### src/sv/lis_pkg.sv
// Shared types, constants and helpers for the link impairment shaper.
`default_nettype none

package lis_pkg;

    // Field and register widths
    localparam int ELAPSED_W  = 48;
    localparam int BYTES_IN_W = 15;
    localparam int DELAY_W    = 33;
    localparam int WAIT_W     = 32;
    localparam int TX_W       = 37;
    localparam int REG_W      = 32;
    localparam int BW_W       = 40;
    localparam int CFG_W      = 64;
    localparam int IDX_W      = 3;
    localparam int RAND_W     = 64;

    // Shared divider geometry
    localparam int DVD_W      = 64;
    localparam int DVS_W      = 40;
    localparam int CNT_W      = 7;
    localparam int PER_BYTE_W = 23;

    localparam logic [RAND_W-1:0]     DEFAULT_SEED     = 64'h4d59_5df4_d0f3_3173;
    localparam logic [RAND_W-1:0]     ZERO_STATE_SUB   = 64'h9e37_79b9_7f4a_7c15;
    localparam logic [PER_BYTE_W-1:0] BITS_PER_BYTE_US = 23'd8000000;

    // Divider step counts; dividends are left aligned in DVD_W bits
    localparam logic [CNT_W-1:0] OUTAGE_STEPS = CNT_W'(ELAPSED_W);
    localparam logic [CNT_W-1:0] JITTER_STEPS = CNT_W'(RAND_W);

    // Configuration register indexes
    typedef enum logic [IDX_W-1:0] {
        REG_BASE_DELAY = 3'd0,
        REG_JITTER     = 3'd1,
        REG_BANDWIDTH  = 3'd2,
        REG_PERIOD     = 3'd3,
        REG_LENGTH     = 3'd4,
        REG_SEED       = 3'd5
    } cfg_index_t;

    // Sequencer to divider control
    typedef struct packed {
        logic             start;
        logic [CNT_W-1:0] steps;
    } div_req_t;

    // Divider status back to the sequencer
    typedef struct packed {
        logic busy;
        logic done;
    } div_rsp_t;

    // One xorshift64 step (13, 7, 17); a zero state is replaced first
    function automatic logic [RAND_W-1:0] xorshift_next(input logic [RAND_W-1:0] s);
        logic [RAND_W-1:0] v;
        v = (s == '0) ? ZERO_STATE_SUB : s;
        v = v ^ (v << 13);
        v = v ^ (v >> 7);
        v = v ^ (v << 17);
        return v;
    endfunction

endpackage

`default_nettype wire

### src/sv/lis_div.sv
// Shared restoring divider, one quotient bit per cycle.
`default_nettype none

module lis_div
    import lis_pkg::*;
(
    input  wire logic             clk,
    input  wire logic             rst_n,
    input  wire div_req_t         ctrl,
    input  wire logic [DVD_W-1:0] dividend,
    input  wire logic [DVS_W-1:0] divisor,
    output div_rsp_t              status,
    output logic [DVD_W-1:0]      quotient,
    output logic [DVS_W-1:0]      remainder
);

    logic             busy_reg, busy_next;
    logic [CNT_W-1:0] cnt_reg, cnt_next;
    logic [DVD_W-1:0] dvd_reg, dvd_next;
    logic [DVS_W-1:0] rem_reg, rem_next;
    logic [DVS_W-1:0] dvs_reg, dvs_next;

    logic [DVS_W:0]   rem_sh;
    logic [DVS_W+1:0] diff;

    // Trial subtract of the shifted partial remainder
    assign rem_sh = {rem_reg, dvd_reg[DVD_W-1]};
    assign diff   = {1'b0, rem_sh} - {2'b00, dvs_reg};

    always_comb
    begin
        busy_next = busy_reg;
        cnt_next  = cnt_reg;
        dvd_next  = dvd_reg;
        rem_next  = rem_reg;
        dvs_next  = dvs_reg;
        if (ctrl.start)
        begin
            busy_next = 1'b1;
            cnt_next  = ctrl.steps;
            dvd_next  = dividend;
            rem_next  = '0;
            dvs_next  = divisor;
        end
        else if (busy_reg && cnt_reg != '0)
        begin
            cnt_next = cnt_reg - 1'b1;
            dvd_next = {dvd_reg[DVD_W-2:0], ~diff[DVS_W+1]};
            rem_next = diff[DVS_W+1] ? rem_sh[DVS_W-1:0] : diff[DVS_W-1:0];
        end
        else if (busy_reg)
        begin
            busy_next = 1'b0;
        end
    end

    // Control state
    always_ff @(posedge clk or negedge rst_n)
    begin
        if (!rst_n)
        begin
            busy_reg <= 1'b0;
            cnt_reg  <= '0;
        end
        else
        begin
            busy_reg <= busy_next;
            cnt_reg  <= cnt_next;
        end
    end

    // Datapath
    always_ff @(posedge clk)
    begin
        dvd_reg <= dvd_next;
        rem_reg <= rem_next;
        dvs_reg <= dvs_next;
    end

    assign status.busy = busy_reg;
    assign status.done = busy_reg && (cnt_reg == '0);
    assign quotient    = dvd_reg;
    assign remainder   = rem_reg;

endmodule

`default_nettype wire

### config.mk
export PLATFORM = sky130hd
export DESIGN_NAME = lis_div
export DESIGN_NICKNAME = d
export VERILOG_FILES = /design/src/sv/lis_pkg.sv /design/src/sv/lis_div.sv
export SDC_FILE = /design/constraint.sdc
export NUM_CORES = 1
export LEC_CHECK = 0
export BUFFER_PORTS_ARGS = -buffer_cell sky130_fd_sc_hd__buf_2
export CAP_MARGIN = 20
export CORE_MARGIN = 2
export CORE_UTILIZATION = 35
export CTS_BUF_LIST = sky130_fd_sc_hd__clkbuf_4
export CTS_CLUSTER_DIAMETER = 50
export DETAILED_ROUTE_END_ITERATION = 7
export GPL_TIMING_DRIVEN = 1
export PLACE_DENSITY = 0.54
export SLEW_MARGIN = 20
export SYNTH_ARGS = -nofsm -noshare
export SYNTH_HDL_FRONTEND = slang
export SYNTH_SLANG_ARGS = --single-unit
### constraint.sdc
create_clock -name clk -period 4.4 [get_ports clk]
set_input_delay 0.44 -clock clk [delete_from_list [all_inputs] [get_ports clk]]
set_output_delay 0.44 -clock clk [all_outputs]
set_load 0.005 [all_outputs]
# ---- Yosys cells after proc, flatten, opt, wreduce, memory -nomap -nowiden
# Index checks and enable logic that the tools add are counted.
dict set report word_totals {
  ff_bits 152
  in_bits 114
}
dict set report op_classes {
  addsub 2
  eq_ne 1
  mux 7
  bitwise 1
  n_reduce_logical 5
}
# op count
set op_table {}
lappend op_table {{64-bit 2-to-1 mux} 2}
lappend op_table {{41-bit by 40-bit subtractor with 42-bit output} 1}
lappend op_table {{40-bit 2-to-1 mux} 1}
lappend op_table {{7-bit 2-to-1 mux} 2}
lappend op_table {{7-bit zero test} 1}
lappend op_table {{7-bit nonzero test} 1}
lappend op_table {{7-bit by 1-bit subtractor with 7-bit output, second input constant} 1}
lappend op_table {{1-bit logical AND} 2}
lappend op_table {{1-bit 2-to-1 mux} 2}
lappend op_table {{2-bit != test, second input constant} 1}
lappend op_table {{2-bit nonzero test} 1}
lappend op_table {{1-bit inverter} 1}

# ---- Logic depth before layout (Yosys ltp)
# Gate-level depths: netlist of run 1.
dict set report depth {
  word_depth 4
  depth_mapped 14
  depth_no_buf 12
}

# ---- Worst setup path before layout of run 1
# Ideal clock, no wire load.
dict set report synth_path {
  path_type {register to register}
  from {register cnt_reg[2]}
  to {register dvd_reg[0], in the netlist quotient[0] (enable)}
  arrival_time_ps 2622
  required_time_ps 3707
  path_slack_ps 1086
  stages_incl_launch_ff 7
  path_buffers 2
  path_cell_list {dfrtp_1 -> nor4_1 -> nand3b_1 -> nand2_1 -> clkbuf_1 -> clkbuf_1 -> nand2_1}
}
dict set report synth_between {
  elab_chain_len 3
}
# item line_no
set synth_rtl {}
lappend synth_rtl {{from (decl)} lis_div.sv:18} ;# logic [CNT_W-1:0] cnt_reg, cnt_next;
lappend synth_rtl {{from (signal assigned)} lis_div.sv:68} ;# cnt_reg <= cnt_next;
lappend synth_rtl {{7-bit nonzero test} lis_div.sv:45} ;# else if (busy_reg && cnt_reg != '0)
lappend synth_rtl {{1-bit logical AND} lis_div.sv:45}
lappend synth_rtl {{2-bit nonzero test (no source line)} n/a}
lappend synth_rtl {{to (signal assigned)} lis_div.sv:75} ;# dvd_reg <= dvd_next;
lappend synth_rtl {{to (decl)} lis_div.sv:19} ;# logic [DVD_W-1:0] dvd_reg, dvd_next;
# No other way between the ends.
# A chain may end at the register's enable or synchronous reset.

# ---- Worst setup path in the final report of run 1
dict set report layout_path {
  from {register dvs_reg[1]}
  to {register rem_reg[2], in the netlist remainder[2]}
}
dict set report layout_between {
  elab_chain_len 2
}
# item line_no
set layout_rtl {}
lappend layout_rtl {{from (decl)} lis_div.sv:21} ;# logic [DVS_W-1:0] dvs_reg, dvs_next;
lappend layout_rtl {{from (signal assigned)} lis_div.sv:77} ;# dvs_reg <= dvs_next;
lappend layout_rtl {{41-bit by 40-bit subtractor with 42-bit output} lis_div.sv:28} ;# assign diff = {1'b0, rem_sh} - {2'b00, dvs_reg};
lappend layout_rtl {{40-bit 2-to-1 mux} lis_div.sv:49} ;# rem_next = diff[DVS_W+1] ? rem_sh[DVS_W-1:0] : diff[DVS_W-1:0];
lappend layout_rtl {{to (signal assigned)} lis_div.sv:76} ;# rem_reg <= rem_next;
lappend layout_rtl {{to (decl)} lis_div.sv:20} ;# logic [DVS_W-1:0] rem_reg, rem_next;
# No other way between the ends.

==> results.json, run 1 <==
{
  "status": "complete, no violations",
  "critPathArrivalTime_ps": 4320,
  "rows": 56,
  "largest_reg_flops": 64,
  "cts-resized-gates": 0,
  "grt_pass1_wl_um": 37200,
  "placed_cell_area_mm2": 0.00983,
  "yosysUniqueCellTypes": 58,
  "drtPass1Iterations": 8,
  "n_fill_cell": 2338,
  "antenna_found_initial": 4,
  "max-cap-violations": 0,
  "topRoutingLayerUsed": "met5",
  "synth_top_area_share_pct": 36.8,
  "wl_met1_um": 10500,
  "die_h_um": 160,
  "finalWirelength_um": 23300,
  "async_reset_ff_share_pct": 5.26,
  "cts_max_level": 4,
  "setup_violations": 0,
  "areaGrowthSynthToFinish_pct": 24.4,
  "syn_nets": 948,
  "grt_pass1_vias": 6968,
  "ir_drop_uv": 176,
  "crit_type": "register to register",
  "slew_headroom_pct": 28.5,
  "powerDensity_mw_per_mm2": 346,
  "worstMarginPinSlew_ps": 1070,
  "final_nets": 1187,
  "grt_max_degree": 91,
  "ys_warn_count": 0,
  "tns_ps": 0,
  "hp-class": "input pin to register",
  "cts_buffers": 17,
  "final_util_pct": 44.7,
  "avgSynthCellArea_um2": 10.7,
  "finish.instance_area_mm2": 0.0106,
  "yosysSeqAreaShare_pct": 48.6,
  "cts_root_buffer": "clkbuf_4",
  "fp.dieW_um": 160,
  "clock-sinks": 152,
  "maxSlewViolCount": 0,
  "drive_gt1_share_pct": 31.4,
  "io_buffers": 219,
  "ys_ff_latch": 152,
  "die_area_mm2": 0.0255,
  "wl_met3_um": 1840,
  "core_mm2": 0.0236,
  "clockBufferDepth": 2,
  "gp_congestion": 0.850,
  "period_share_pct": 87.5,
  "hold_violations": 0,
  "hold_path_depth": 3,
  "tritoncts": "built",
  "synth_edf_count": 104,
  "synthTopCellsByCount": "edfxtp_1 (104), mux2_2 (63), nor2_1 (56), inv_1 (54), a21oi_1 (53)",
  "yosys.area.top_type": "edfxtp_1",
  "start_util_pct": 36.0,
  "cts_setup_buffers": 0,
  "fin_crit_ps": 3850,
  "reg2reg_depth": 11,
  "timing.fmax_mhz": 260,
  "wl_met2_um": 10700,
  "synthTopCellsByArea": "edfxtp_1 (37%), dfxtp_1 (9.4%), mux2_2 (8.4%)",
  "required_ps": 4870,
  "holdWs_ps": 59.8,
  "drtIter0Drc": 356,
  "yosysMostFrequentCell": "edfxtp_1",
  "overflow": 0,
  "drc": 0,
  "synth-main-ff-cell": "edfxtp_1",
  "grt_util_all_layers_pct": 18.2,
  "postRouteAntennaNets": 0,
  "wl_per_cell_um": 17.1,
  "total_power_mw": 3.66,
  "end_kind": "register",
  "clkTransAtPathRegs_ps": 170,
  "startpoint_type": "register",
  "syn_inst": 791,
  "fin_skew_ps": 34.3,
  "netlist_area_mm2": 0.00849,
  "rsz0062_at_grt": "no",
  "vias_per_cell": 5.03,
  "ios": 220,
  "clkLatencyLatePin_ps": 590,
  "vias": 6856,
  "path_max_fanout": 34,
  "p_leak_nw": 4.67,
  "hpwl_um": 17000
}
## kinds of logic after synthesis
logic type,Yosys count,share of synthesized area (%)
compound gates,193,14.8
xor+xnor,39,4.02
fa+ha+maj,43,6.43
buf+inv,96,4.70
flops,152,48.6
mux,91,11.7
simple gates,177,9.77
## power breakdown
group	switching (mW)	total (mW)	leakage (nW)	internal [mW]
clock network	0.648	0.978	0.173	0.330
logic	0.458	0.866	3.01	0.407
registers	0.104	1.81	1.49	1.71
## repair_timing
item,4_1_cts,5_1_grt
hold endpoints to repair,37,9
endpoints found under the setup margin,0,0
hold buffers,30,9
## final cells by class
type,count,area [um^2],area share [%]
clock inverter,15,206,1.96
sequential,152,4120,39.1
multi-input combinational,543,3970,37.6
timing repair buffer,262,1520,14.4
antenna,2,5.00,0.0474
tap,319,399,3.78
inverter,54,203,1.92
clock buffer,17,128,1.21
## placed cells by master (no fill, tap or decap), types with 8 or more instances in the layout
cell             n
nor3_1          10
xnor2_1         23
mux2i_1         28
o21ai_0         38
ha_1            42
clkbuf_4        17
mux2_2          63
nand3_1         14
xor2_1          16
a21oi_1         53
dfxtp_1         40
nor2_1          56
a21o_1          16
nand2_1         48
dlygate4sd3_1   39
edfxtp_1       104
buf_2          218
a31oi_1         14
dfrtp_1          8
a211oi_1        31
inv_1           54
## stage by stage
stage | cells | worst slack [ps]
2_1_floorplan | 791 | 1090
3_3_place_gp | 1291 | 651
3_5_place_dp | 1291 | 553
4_1_cts | 1353 | 515
5_1_grt | 1364 | 260
6_report | 1364 | 552
## critical path, cell delays in order, from the launching register on
cell,delay (ps)
edfxtp_1,440
inv_1,80
ha_1,210
nor2b_1,140
o31a_1,300
o41ai_4,460
o211ai_2,230
a32o_1,330
or4_1,420
and3_2,590
mux2i_1,240
a211oi_1,290
## metal layers
metal / vias up / track usage (%)
met2: 213 / 29.6
li1: 3400 / -
met3: 22 / 6.88
met5: - / 0
met1: 3217 / 23.2
met4: 4 / 4.01
## path summary, 6_finish.rpt
kind / from / endpoint / slack, ps
worst min register to register: remainder[8] / remainder[8] / 540
worst max-delay path: dvs_reg[1] / remainder[2] / 550
max in group asynchronous: rst_n / busy_reg / 3980
min in group asynchronous: rst_n / cnt_reg[3] / 230
worst max register to register: dvs_reg[1] / remainder[2] / 550
worst min-delay path: ctrl[3] / cnt_reg[3] / 60
No activity file was read; power rests on OpenSTA's default activity.
==> run 2, diff against run 1 <==
--- a/config.mk
+++ b/config.mk
@@ -5,7 +5,7 @@
 export SDC_FILE = /design/constraint.sdc
 export NUM_CORES = 1
 export LEC_CHECK = 0
-export BUFFER_PORTS_ARGS = -buffer_cell sky130_fd_sc_hd__buf_2
+export BUFFER_PORTS_ARGS = -buffer_cell sky130_fd_sc_hd__clkbuf_2
 export CAP_MARGIN = 20
 export CORE_MARGIN = 2
 export CORE_UTILIZATION = 35
==> run 2 against run 1 <==
Die area stayed put. Power is 0.93% lower. Register-to-register slack better by 20 ps. Clock skew is 4.8 ps higher. Clock-buffer cell count stayed put. Design area is 0.20% lower. Sequential power hardly changed. Flip-flop and latch count stayed put. Via count is 0.54% lower. Clock power is 3.7% lower.
==> results.json, run 2 (synthesis results as in run 1) <==
{
  "status": "complete, no violations",
  "p_clk_share_pct": 26.0,
  "period_share_pct": 87.1,
  "core_mm2": 0.0236,
  "die_area_mm2": 0.0255,
  "drc": 0,
  "largest_reg_flops": 64,
  "ir_drop_uv": 158,
  "fp.dieW_um": 160,
  "finalWirelength_um": 23300,
  "seq_power_share_pct": 50.1,
  "vias_per_cell": 5.00,
  "overflow": 0,
  "worstMarginPinSlew_ps": 1070,
  "io_buffers": 219,
  "startpoint_type": "register",
  "final_common_cell": "clkbuf_2",
  "fin_crit_ps": 3830,
  "layout_common_cells": "clkbuf_2 (218), edfxtp_1 (104), mux2_2 (63)",
  "clkTransAtPathRegs_ps": 170,
  "drtIter0Drc": 322,
  "grt_pass1_vias": 6931,
  "cts_max_level": 4,
  "slew_headroom_pct": 28.4,
  "grt_pass1_wl_um": 37000,
  "postRouteAntennaNets": 0,
  "final_nets": 1186,
  "r2r-start": "remainder[9]",
  "start_util_pct": 36.0,
  "place_inst": 1291,
  "cpMostUsedCell": "or4_1",
  "required_ps": 4920,
  "final_cells": 1363,
  "cts_buffers": 17,
  "rsz0062_at_grt": "no",
  "hold_violations": 0,
  "maxSlewViolCount": 0,
  "hpwl_um": 17000,
  "dp_slack_ps": 539,
  "vias": 6819,
  "path_delay_family": "simple AND/OR/NAND/NOR gates",
  "drtPass1Iterations": 4,
  "crit_slowest_cell": "and3_2",
  "crit_type": "register to register",
  "rows": 56,
  "antenna_found_initial": 2,
  "powerDensity_mw_per_mm2": 344,
  "p_leak_nw": 4.66,
  "wl_per_cell_um": 17.1,
  "clkLatencyLatePin_ps": 600,
  "areaGrowthSynthToFinish_pct": 24.1,
  "clockBufferDepth": 2,
  "worst_path_largest_cell_delay_ps": 900,
  "end_kind": "register",
  "sw_frac_of_total_pct": 34.0,
  "grt_util_all_layers_pct": 18.2,
  "path_max_fanout": 34,
  "die_h_um": 160,
  "max-cap-violations": 0,
  "cts_setup_buffers": 0,
  "reg2reg_setup_slack_ps": 570,
  "path_buf_inv": 0,
  "pwr-share-comb_pct": 23.9,
  "hp-start": "ctrl[3]",
  "ios": 220,
  "tritoncts": "built",
  "cts_root_buffer": "clkbuf_4",
  "setup_violations": 0,
  "cts-resized-gates": 0,
  "grt_max_degree": 92,
  "p_int_mw": 2.39,
  "gp_congestion": 0.844,
  "drive_gt1_share_pct": 31.4,
  "path_cells": "ha_1 -> nand4_1 -> or4_1 -> o211ai_2 -> a32o_1 -> or4_1 -> and3_2 -> nand2_1 -> o22ai_1",
  "timing.fmax_mhz": 261,
  "critPathArrivalTime_ps": 4350,
  "tns_ps": 0,
  "fin_skew_ps": 39.0,
  "hp-class": "input pin to register",
  "setup_slack_ps": 567,
  "clock-sinks": 152,
  "crit_start": "remainder[9]",
  "switchingPower_mw": 1.23
}
-- run 2: changes by cell type in the layout (fill, tap and decap cells not counted) --
cell           delta
bufinv_16         -1
dlygate4sd3_1     -1
inv_6             +2
clkinv_4          -1
clkbuf_2        +218
inv_8             -2
buf_2           -218
clkinv_8          +2
-- run 2: power groups by stage --
stage / clock network [mW] / registers (mW) / logic (mW)
floorplan: 0 / 1.83 / 0.526
global placement: 0 / 1.85 / 0.840
detailed placement: 0 / 1.85 / 0.840
CTS: 0.986 / 1.82 / 0.868
global route: 1.03 / 1.84 / 0.963
finish: 0.942 / 1.81 / 0.865
-- run 2: timing repair --
item | CTS | global route
hold buffers | 32 | 6
hold endpoints to repair | 39 | 6
setup endpoints to repair | 0 | 0
-- run 2: final cells by class --
cell class,instances,area [um^2]
Clock buffer,17,128
Fill cell,2325,13100
Inverter,54,203
Antenna cell,2,5.00
Sequential cell,152,4120
Clock inverter,15,195
Multi-Input combinational cell,543,3970
Timing Repair Buffer,261,1510
Tap cell,319,399
-- run 2: through the flow --
step / instance area [um^2] / utilization (%) / power (mW) / hold slack (ps)
3_5_place_dp: 9830 / 41.6 / 2.69 / 300
5_1_grt: 10500 / 44.6 / 3.83 / 0.0409
2_1_floorplan: 8490 / - / 2.36 / 144
4_1_cts: 10500 / 44.4 / 3.67 / 1.39
3_3_place_gp: 9830 / 41.6 / 2.69 / 300
6_report: 10500 / 44.6 / 3.62 / 48.6
-- run 2: path summary, 6_finish.rpt --
kind / end / cells past startpoint
worst max-delay path: remainder[25] / 9
worst min-delay path: cnt_reg[3] / 3
worst max register to register: remainder[25] / 9
worst min register to register: remainder[13] / 2
max in group asynchronous: busy_reg / 2
min in group asynchronous: cnt_reg[0] / 2
-- run 2: per-layer routing --
layer / routed length (um) / up-vias / GRT usage (%)
li1: - / 3404 / -
met3: 1860 / 15 / 7.14
met2: 10700 / 180 / 29.4
met1: 10500 / 3220 / 23.1
met4: 182 / 0 / 3.68
met5: 0 / - / 0
-- run 2: worst register-to-register path, stage by stage (launching register included) --
cell	delay, ps
dfxtp_1	360
ha_1	440
nand4_1	210
or4_1	520
o211ai_2	310
a32o_1	320
or4_1	150
and3_2	900
nand2_1	320
o22ai_1	250
